## config.mk

```make
export PLATFORM = sky130hd
export DESIGN_NAME = binary_to_decimal_ascii_flat
export DESIGN_NICKNAME = d
export VERILOG_FILES = /design/src/rtl/bda_pkg.sv /design/src/rtl/bda_if.sv /design/src/rtl/bda_cell.sv /design/src/rtl/binary_to_decimal_ascii.sv /design/src/flat_wrapper.sv
export SDC_FILE = /design/constraint.sdc
export NUM_CORES = 1
export LEC_CHECK = 0
export ABC_AREA = 1
export BUFFER_PORTS_ARGS = -buffer_cell sky130_fd_sc_hd__buf_2
export CAP_MARGIN = 25
export CORE_MARGIN = 2
export CORE_UTILIZATION = 30
export DETAILED_ROUTE_END_ITERATION = 8
export PLACE_DENSITY = 0.55
export SLEW_MARGIN = 20
export SYNTH_ARGS = -nofsm -noshare
export SYNTH_HDL_FRONTEND = slang
export SYNTH_HIERARCHICAL = 1
export SYNTH_SLANG_ARGS = --single-unit
```

## constraint.sdc

```tcl
create_clock -name clk_i -period 7.45 [get_ports clk_i]
set_clock_uncertainty 0.05 [all_clocks]
set_input_delay 0.3725 -clock clk_i [delete_from_list [all_inputs] [get_ports clk_i]]
set_output_delay 0.3725 -clock clk_i [all_outputs]
set_load 0.1 [all_outputs]
```

## src/rtl/bda_pkg.sv

```systemverilog
// ----------------------------------------------------------------------------
// bda_pkg
// Shared widths, defaults and types of the binary to decimal ASCII converter.
// ----------------------------------------------------------------------------
package bda_pkg;

  localparam int unsigned VALUE_W        = 64;
  localparam int unsigned CAP_W          = 8;
  localparam int unsigned CHAR_W         = 8;
  localparam int unsigned COUNT_W        = 5;
  localparam int unsigned BCD_W          = 4;
  localparam int unsigned VALUE_BITS_DEF = 64;

  localparam logic [CHAR_W-1:0] CHAR_ZERO = 8'h30;
  localparam logic [CHAR_W-1:0] CHAR_NUL  = 8'h00;

  typedef struct packed {
    logic clear;
    logic dabble;
    logic shift;
  } cell_ctrl_t;

endpackage

```

## src/rtl/bda_if.sv

```systemverilog
// ----------------------------------------------------------------------------
// bda_in_if / bda_out_if
// Valid/ready channels of the converter: the input value and the characters.
// ----------------------------------------------------------------------------
interface bda_in_if
  import bda_pkg::*;
();
  logic               valid;
  logic               ready;
  logic [VALUE_W-1:0] value;
  logic [CAP_W-1:0]   capacity;

  modport source (output valid, output value, output capacity, input ready);
  modport sink   (input valid, input value, input capacity, output ready);
endinterface

interface bda_out_if
  import bda_pkg::*;
();
  logic               valid;
  logic               ready;
  logic [CHAR_W-1:0]  out_char;
  logic               is_last;
  logic               failed;
  logic [COUNT_W-1:0] digit_count;

  modport source (output valid, output out_char, output is_last, output failed,
                  output digit_count, input ready);
  modport sink   (input valid, input out_char, input is_last, input failed,
                  input digit_count, output ready);
endinterface

```

## src/rtl/bda_cell.sv

```systemverilog
// ----------------------------------------------------------------------------
// bda_cell
// One BCD digit of the double dabble chain.
// ----------------------------------------------------------------------------
module bda_cell
  import bda_pkg::*;
(
  input  logic             clk_i,
  input  logic             rst_ni,
  input  cell_ctrl_t       ctrl_i,
  input  logic             bit_i,
  input  logic [BCD_W-1:0] digit_i,
  output logic             bit_o,
  output logic [BCD_W-1:0] digit_o
);

  logic [BCD_W-1:0] digit_q, digit_d;
  logic [BCD_W-1:0] adj;

  assign adj     = (digit_q >= BCD_W'(5)) ? digit_q + BCD_W'(3) : digit_q;
  assign bit_o   = adj[BCD_W-1];
  assign digit_o = digit_q;

  always_comb begin
    digit_d = digit_q;
    if (ctrl_i.clear) begin
      digit_d = '0;
    end else if (ctrl_i.dabble) begin
      digit_d = {adj[BCD_W-2:0], bit_i};
    end else if (ctrl_i.shift) begin
      digit_d = digit_i;
    end
  end

  always_ff @(posedge clk_i or negedge rst_ni) begin
    if (!rst_ni) begin
      digit_q <= '0;
    end else begin
      digit_q <= digit_d;
    end
  end

endmodule

```

## src/rtl/binary_to_decimal_ascii.sv

```systemverilog
// ----------------------------------------------------------------------------
// binary_to_decimal_ascii
// Converts an unsigned binary value to decimal ASCII, one character per
// transfer, through a chain of double dabble digit cells.
// ----------------------------------------------------------------------------
// Channel | Dir | Payload                                     | Transfer
// in_i    | in  | value, capacity                             | valid && ready
// out_o   | out | out_char, is_last, failed, digit_count      | valid && ready
//
// An item is accepted, shifted bit by bit through the cell chain, trimmed of
// leading zero digits and checked against the capacity, then emitted as its
// digit characters and a NUL terminator, or as a single failure item.
// The chain handles one item at a time; in_i.ready is high only when idle.
// A stalled output holds its character and pauses the digit shifting.
// Reset returns the control to idle and empties the output register.
// ----------------------------------------------------------------------------
module binary_to_decimal_ascii
  import bda_pkg::*;
#(
  parameter int unsigned VALUE_BITS = VALUE_BITS_DEF
) (
  input  logic             clk_i,
  input  logic             rst_ni,
  bda_in_if.sink           in_i,
  bda_out_if.source        out_o
);

  localparam int unsigned NUM_DIGITS = ((VALUE_BITS * 1233) >> 12) + 1;
  localparam int unsigned NDIG_W     = $clog2(NUM_DIGITS + 1);
  localparam int unsigned BITCNT_W   = $clog2(VALUE_BITS + 1);

  typedef enum logic [5:0] {
    S_IDLE = 6'b000001,
    S_CONV = 6'b000010,
    S_TRIM = 6'b000100,
    S_EMIT = 6'b001000,
    S_TERM = 6'b010000,
    S_FAIL = 6'b100000
  } state_e;

  state_e                state_q, state_d;
  logic [VALUE_BITS-1:0] val_q, val_d;
  logic [CAP_W-1:0]      cap_q, cap_d;
  logic [BITCNT_W-1:0]   bits_q, bits_d;
  logic [NDIG_W-1:0]     ndig_q, ndig_d;
  logic [NDIG_W-1:0]     rem_q, rem_d;

  logic                  ov_q, ov_d;
  logic [CHAR_W-1:0]     och_q, och_d;
  logic                  olast_q, olast_d;
  logic                  ofail_q, ofail_d;
  logic [COUNT_W-1:0]    ocnt_q, ocnt_d;

  cell_ctrl_t            ctrl;
  logic                  out_free;
  logic                  too_small;
  logic [BCD_W-1:0]      top_digit;
  logic [NUM_DIGITS:0]   carry;
  logic [BCD_W-1:0]      digit [NUM_DIGITS];

  assign carry[0] = val_q[VALUE_BITS-1];

  for (genvar i = 0; i < NUM_DIGITS; i++) begin : g_cell
    logic [BCD_W-1:0] prev_digit;
    if (i == 0) begin : g_first
      assign prev_digit = '0;
    end else begin : g_rest
      assign prev_digit = digit[i-1];
    end
    bda_cell u_cell (
      .clk_i   (clk_i),
      .rst_ni  (rst_ni),
      .ctrl_i  (ctrl),
      .bit_i   (carry[i]),
      .digit_i (prev_digit),
      .bit_o   (carry[i+1]),
      .digit_o (digit[i])
    );
  end

  assign top_digit = digit[NUM_DIGITS-1];
  assign out_free  = !ov_q || out_o.ready;
  assign too_small = (cap_q == '0) ||
                     ((9'(ndig_q) + 9'd1) > {1'b0, cap_q});

  assign in_i.ready = (state_q == S_IDLE);

  always_comb begin
    state_d     = state_q;
    val_d       = val_q;
    cap_d       = cap_q;
    bits_d      = bits_q;
    ndig_d      = ndig_q;
    rem_d       = rem_q;
    ctrl        = '0;
    ov_d        = ov_q && !out_o.ready;
    och_d       = och_q;
    olast_d     = olast_q;
    ofail_d     = ofail_q;
    ocnt_d      = ocnt_q;
    case (state_q)
      S_IDLE: begin
        if (in_i.valid) begin
          val_d      = in_i.value[VALUE_BITS-1:0];
          cap_d      = in_i.capacity;
          bits_d     = BITCNT_W'(VALUE_BITS);
          ctrl.clear = 1'b1;
          state_d    = S_CONV;
        end
      end
      S_CONV: begin
        ctrl.dabble = 1'b1;
        val_d       = val_q << 1;
        bits_d      = bits_q - BITCNT_W'(1);
        if (bits_q == BITCNT_W'(1)) begin
          ndig_d  = NDIG_W'(NUM_DIGITS);
          state_d = S_TRIM;
        end
      end
      S_TRIM: begin
        if (top_digit == '0 && ndig_q > NDIG_W'(1)) begin
          ctrl.shift = 1'b1;
          ndig_d     = ndig_q - NDIG_W'(1);
        end else if (too_small) begin
          state_d = S_FAIL;
        end else begin
          rem_d   = ndig_q;
          state_d = S_EMIT;
        end
      end
      S_EMIT: begin
        if (out_free) begin
          ov_d       = 1'b1;
          och_d      = CHAR_ZERO | {{(CHAR_W-BCD_W){1'b0}}, top_digit};
          olast_d    = 1'b0;
          ofail_d    = 1'b0;
          ocnt_d     = '0;
          ctrl.shift = 1'b1;
          rem_d      = rem_q - NDIG_W'(1);
          if (rem_q == NDIG_W'(1)) begin
            state_d = S_TERM;
          end
        end
      end
      S_TERM: begin
        if (out_free) begin
          ov_d    = 1'b1;
          och_d   = CHAR_NUL;
          olast_d = 1'b1;
          ofail_d = 1'b0;
          ocnt_d  = COUNT_W'(ndig_q);
          state_d = S_IDLE;
        end
      end
      S_FAIL: begin
        if (out_free) begin
          ov_d    = 1'b1;
          och_d   = CHAR_NUL;
          olast_d = 1'b1;
          ofail_d = 1'b1;
          ocnt_d  = '0;
          state_d = S_IDLE;
        end
      end
      default: begin
        state_d = S_IDLE;
      end
    endcase
  end

  always_ff @(posedge clk_i or negedge rst_ni) begin
    if (!rst_ni) begin
      state_q <= S_IDLE;
      ov_q    <= 1'b0;
    end else begin
      state_q <= state_d;
      ov_q    <= ov_d;
    end
  end

  always_ff @(posedge clk_i) begin
    val_q   <= val_d;
    cap_q   <= cap_d;
    bits_q  <= bits_d;
    ndig_q  <= ndig_d;
    rem_q   <= rem_d;
    och_q   <= och_d;
    olast_q <= olast_d;
    ofail_q <= ofail_d;
    ocnt_q  <= ocnt_d;
  end

  assign out_o.valid       = ov_q;
  assign out_o.out_char    = och_q;
  assign out_o.is_last     = olast_q;
  assign out_o.failed      = ofail_q;
  assign out_o.digit_count = ocnt_q;

  // The top digit of the chain must be legal BCD once conversion has finished.
  a_bcd_legal: assert property (@(posedge clk_i) disable iff (!rst_ni)
    (state_q == S_TRIM || state_q == S_EMIT) |-> top_digit <= BCD_W'(9))
    else $error("digit chain holds a non-BCD digit");

  // An accepted transfer always starts a conversion.
  a_accept_conv: assert property (@(posedge clk_i) disable iff (!rst_ni)
    (in_i.valid && in_i.ready) |=> state_q == S_CONV)
    else $error("accepted input did not start conversion");

  // A failure is a single terminating item without digits.
  a_fail_item: assert property (@(posedge clk_i) disable iff (!rst_ni)
    (ov_q && ofail_q) |-> (olast_q && och_q == CHAR_NUL && ocnt_q == '0))
    else $error("malformed failure item");

  // Characters before the terminator are decimal digits.
  a_digit_char: assert property (@(posedge clk_i) disable iff (!rst_ni)
    (ov_q && !olast_q) |-> (och_q >= CHAR_ZERO && och_q <= CHAR_ZERO + 8'd9))
    else $error("non-digit character emitted");

  // Remaining digit count never exceeds the trimmed digit count.
  a_rem_bound: assert property (@(posedge clk_i) disable iff (!rst_ni)
    (state_q == S_EMIT) |-> (rem_q <= ndig_q && rem_q != '0))
    else $error("digit countdown out of range");

endmodule

```

## src/flat_wrapper.sv

```systemverilog
// flat-port wrapper written by rule: the top's interface ports become plain ports
module binary_to_decimal_ascii_flat import bda_pkg::*;
#(
  parameter int unsigned VALUE_BITS = VALUE_BITS_DEF
)
  (clk_i, rst_ni, in_i_valid, in_i_value, in_i_capacity, in_i_ready, out_o_valid, out_o_out_char, out_o_is_last, out_o_failed, out_o_digit_count, out_o_ready);
  bda_in_if in_i_i ();
  bda_out_if out_o_i ();
  input  logic clk_i;
  input  logic rst_ni;
  input wire logic [$bits(in_i_i.valid)-1:0] in_i_valid;
  input wire logic [$bits(in_i_i.value)-1:0] in_i_value;
  input wire logic [$bits(in_i_i.capacity)-1:0] in_i_capacity;
  output wire logic [$bits(in_i_i.ready)-1:0] in_i_ready;
  output wire logic [$bits(out_o_i.valid)-1:0] out_o_valid;
  output wire logic [$bits(out_o_i.out_char)-1:0] out_o_out_char;
  output wire logic [$bits(out_o_i.is_last)-1:0] out_o_is_last;
  output wire logic [$bits(out_o_i.failed)-1:0] out_o_failed;
  output wire logic [$bits(out_o_i.digit_count)-1:0] out_o_digit_count;
  input wire logic [$bits(out_o_i.ready)-1:0] out_o_ready;
  assign in_i_i.valid = in_i_valid;
  assign in_i_i.value = in_i_value;
  assign in_i_i.capacity = in_i_capacity;
  assign in_i_ready = in_i_i.ready;
  assign out_o_valid = out_o_i.valid;
  assign out_o_out_char = out_o_i.out_char;
  assign out_o_is_last = out_o_i.is_last;
  assign out_o_failed = out_o_i.failed;
  assign out_o_digit_count = out_o_i.digit_count;
  assign out_o_i.ready = out_o_ready;
  binary_to_decimal_ascii #(.VALUE_BITS(VALUE_BITS)) u_core (.clk_i(clk_i), .rst_ni(rst_ni), .in_i(in_i_i), .out_o(out_o_i));
endmodule
```

==> results.md <==
* PD cells at 384 nW/µm²
* Pre-CTS setup slack at 3.72 ns
* Drt wl/cell at 11.7 µm
* Number of I/O pins at 93
* Finish-stage setup viols at 0
* Initial core utilization at 0.305
* Clock sinks at ~190
* ANT nets after route at 0
* CTS tree: built
* Worst Setup End Kind: flop
* Relative slew margins at 0.429
* Clk_lat worst skew at about 0.44 ns
* Fin crit share at 0.493
* Vias at 9596
* Worst r2r path cells at 10
* Die ar. at a little over 40000 µm²
* Placed Instance Area at around 13000 µm²
* Cell Area, Synth at 11900 µm²
* Post-Route WL at 25200 µm
* Synth Instances at 1542
* Crit Path Class: reg -> reg
* Fin nets at 1753
* Final Cell Area at 13400 µm²
* Max-slew violation count at 0
* Reg-to-reg startpoint: u_core/state_q[5]
* Synth warn at 6
* Setup TNS at 0 ns
* FF-to-FF End: u_core/g_cell[17].u_cell/digit_o[2]
* Area Growth Syn to Fin at 12.7%
* First-pass GRT wire length at 43000 µm
* P_leak at 0.00633 µW
* Setup crit start: u_core/state_q[5]
* Die Y at 203 µm
* Initial DRC count at ~580
* Status: finished, final reports clean
* Vias per cell at 4.45
* Max FO, Critical Path at 115
* Hold path endpoint: u_core/state_q[0]
* Port buffer count at 90
* Core box area at 38900 µm²
* Final setup margin at about 3.8 ns
* Total gr overflow at 0
* HP Start: in_i_valid
* Drt drc at 0
* Total CTS buffers at 17
* Hold Path Stages at 2
* H-Tree Depth at 4
* Final Critical Period at 3.67 ns
* Share of layout cells above drive strength 1 at 0.130
* Total track usage at 0.125
* Final hold vios at 0
* Die Wd at roughly 200 µm
* Worst Tran Pin Value at 0.856 ns
* Vias in the first global route at 9338
* First-pass DRT Iterations at 5
* Final GP Congestion at between 0.8 and 0.9
* Max-cap violation count at 0
* Startpoint Class: flop
* Class of the worst hold path: in -> reg
* Largest net degree at the start of global routing at 116
* R2r setup slk at 3.78 ns
* Unrepaired setup endpoints after global routing: false
* Overall Power at ~5100 µW
* Max IR drop VDD at 0.266 mV
* Max Fclk at 0.272 GHz
* CP arrival at 4.00 ns
* Post-cts gate resize count at 0
* Mean Syn Cell Area at 7.71 µm²
* Row count at 72
* Clk root buf: clkbuf_16
* Worst-path clk slew at 0.08 ns
* CTS Buffer Depth at 2
* CP required at slightly below 8 ns
* Initial antenna violation count at 5
* Final HPWL DP at roughly 17000 µm
## layout by cell type, fill, tap and decap left out, types with 5 or more instances in the layout
| master | instances |
|---|---|
| buf_2 | 89 |
| nand2_1 | 508 |
| nand3_2 | 21 |
| nand3_1 | 50 |
| o22ai_1 | 20 |
| conb_1 | 6 |
| nor2_1 | 182 |
| o21ai_1 | 21 |
| or2_1 | 21 |
| inv_8 | 5 |
| ha_1 | 53 |
| nand4_1 | 43 |
| a21boi_1 | 19 |
| a21oi_1 | 29 |
| mux2i_1 | 20 |
| buf_4 | 6 |
| edfxtp_1 | 101 |
| clkbuf_16 | 17 |
| inv_6 | 5 |
| nand2_2 | 43 |
| o21ai_0 | 32 |
| inv_1 | 218 |
| dfrtp_1 | 86 |
## metal layers
| metal | share of wire | global-route usage | vias to the layer above |
|---|---|---|---|
| met5 | 0.0011 | 0 | - |
| met4 | 0.0068 | 0.0248 | 4 |
| met3 | 0.042 | 0.0323 | 17 |
| met2 | 0.46 | 0.210 | 147 |
| met1 | 0.49 | 0.162 | 4374 |
| li1 | - | - | 5054 |
## power by group
part / leakage, µW / switching, µW / internal, µW / total [µW]
clock: 0.000297 / 467 / 486 / 953
sequential: 0.00210 / 299 / 1580 / 1880
combinational: 0.00393 / 1540 / 762 / 2310
## worst max-delay path, cell delays in order, from the launching register on
cell and delay (ns):
dfrtp_1 0.44, nor2_4 0.25, nand3_4 0.65, inv_6 0.95, buf_4 0.64, inv_1 0.11
nand2_2 0.12, nand2_2 0.07, nor2_1 0.11, nand2_1 0.07, nand2_1 0.05
## layout make-up
cell class,count,area [µm²]
Fill cell,4095,25500
Multi-Input combinational cell,1095,5530
Sequential cell,188,5210
Inverter,224,847
Tap cell,518,648
Timing Repair Buffer,98,548
Clock buffer,17,425
Clock inverter,15,186
Antenna cell,3,7.51
## worst max path at each step
stage                                                to  slack, ns  cells after the start
floorplan                              u_core/bits_q[0]       3.82                      5
global placement     u_core/g_cell[8].u_cell/digit_o[3]       3.76                     10
detailed placement   u_core/g_cell[7].u_cell/digit_o[1]       3.72                     10
CTS                  u_core/g_cell[7].u_cell/digit_o[1]       3.69                     10
global route        u_core/g_cell[17].u_cell/digit_o[2]       3.32                     10
finish              u_core/g_cell[17].u_cell/digit_o[2]       3.78                     10
## stage by stage
step / instances / utilization / hold WS, ns
6_report: 2158 / 0.344 / 0.0572
5_1_grt: 2157 / 0.344 / 0.0358
4_1_cts: 2153 / 0.343 / 0.0353
3_5_place_dp: 2120 / 0.327 / 0.229
3_3_place_gp: 2120 / 0.327 / 0.231
2_1_floorplan: 1547 / - / 0.0269
## registers in the layout, indices dropped and copies added (netlist names)
name / count
u_core/g_cell.u_cell/digit_o: 80
u_core/val_q: 64
u_core/cap_q: 8
u_core/bits_q: 7
u_core/state_q: 6
u_core/ndig_q: 5
u_core/out_o.digit_count: 5
u_core/out_o.out_char: 5
u_core/rem_q: 5
u_core/out_o.failed: 1
u_core/out_o.is_last: 1
u_core/out_o.valid: 1
## repair_timing
item,CTS,global route
endpoints found under the setup margin,0,0
setup buffers,0,0
hold endpoints to repair,18,0
hold buffers,1,0
(Power assumes the default switching activity.)
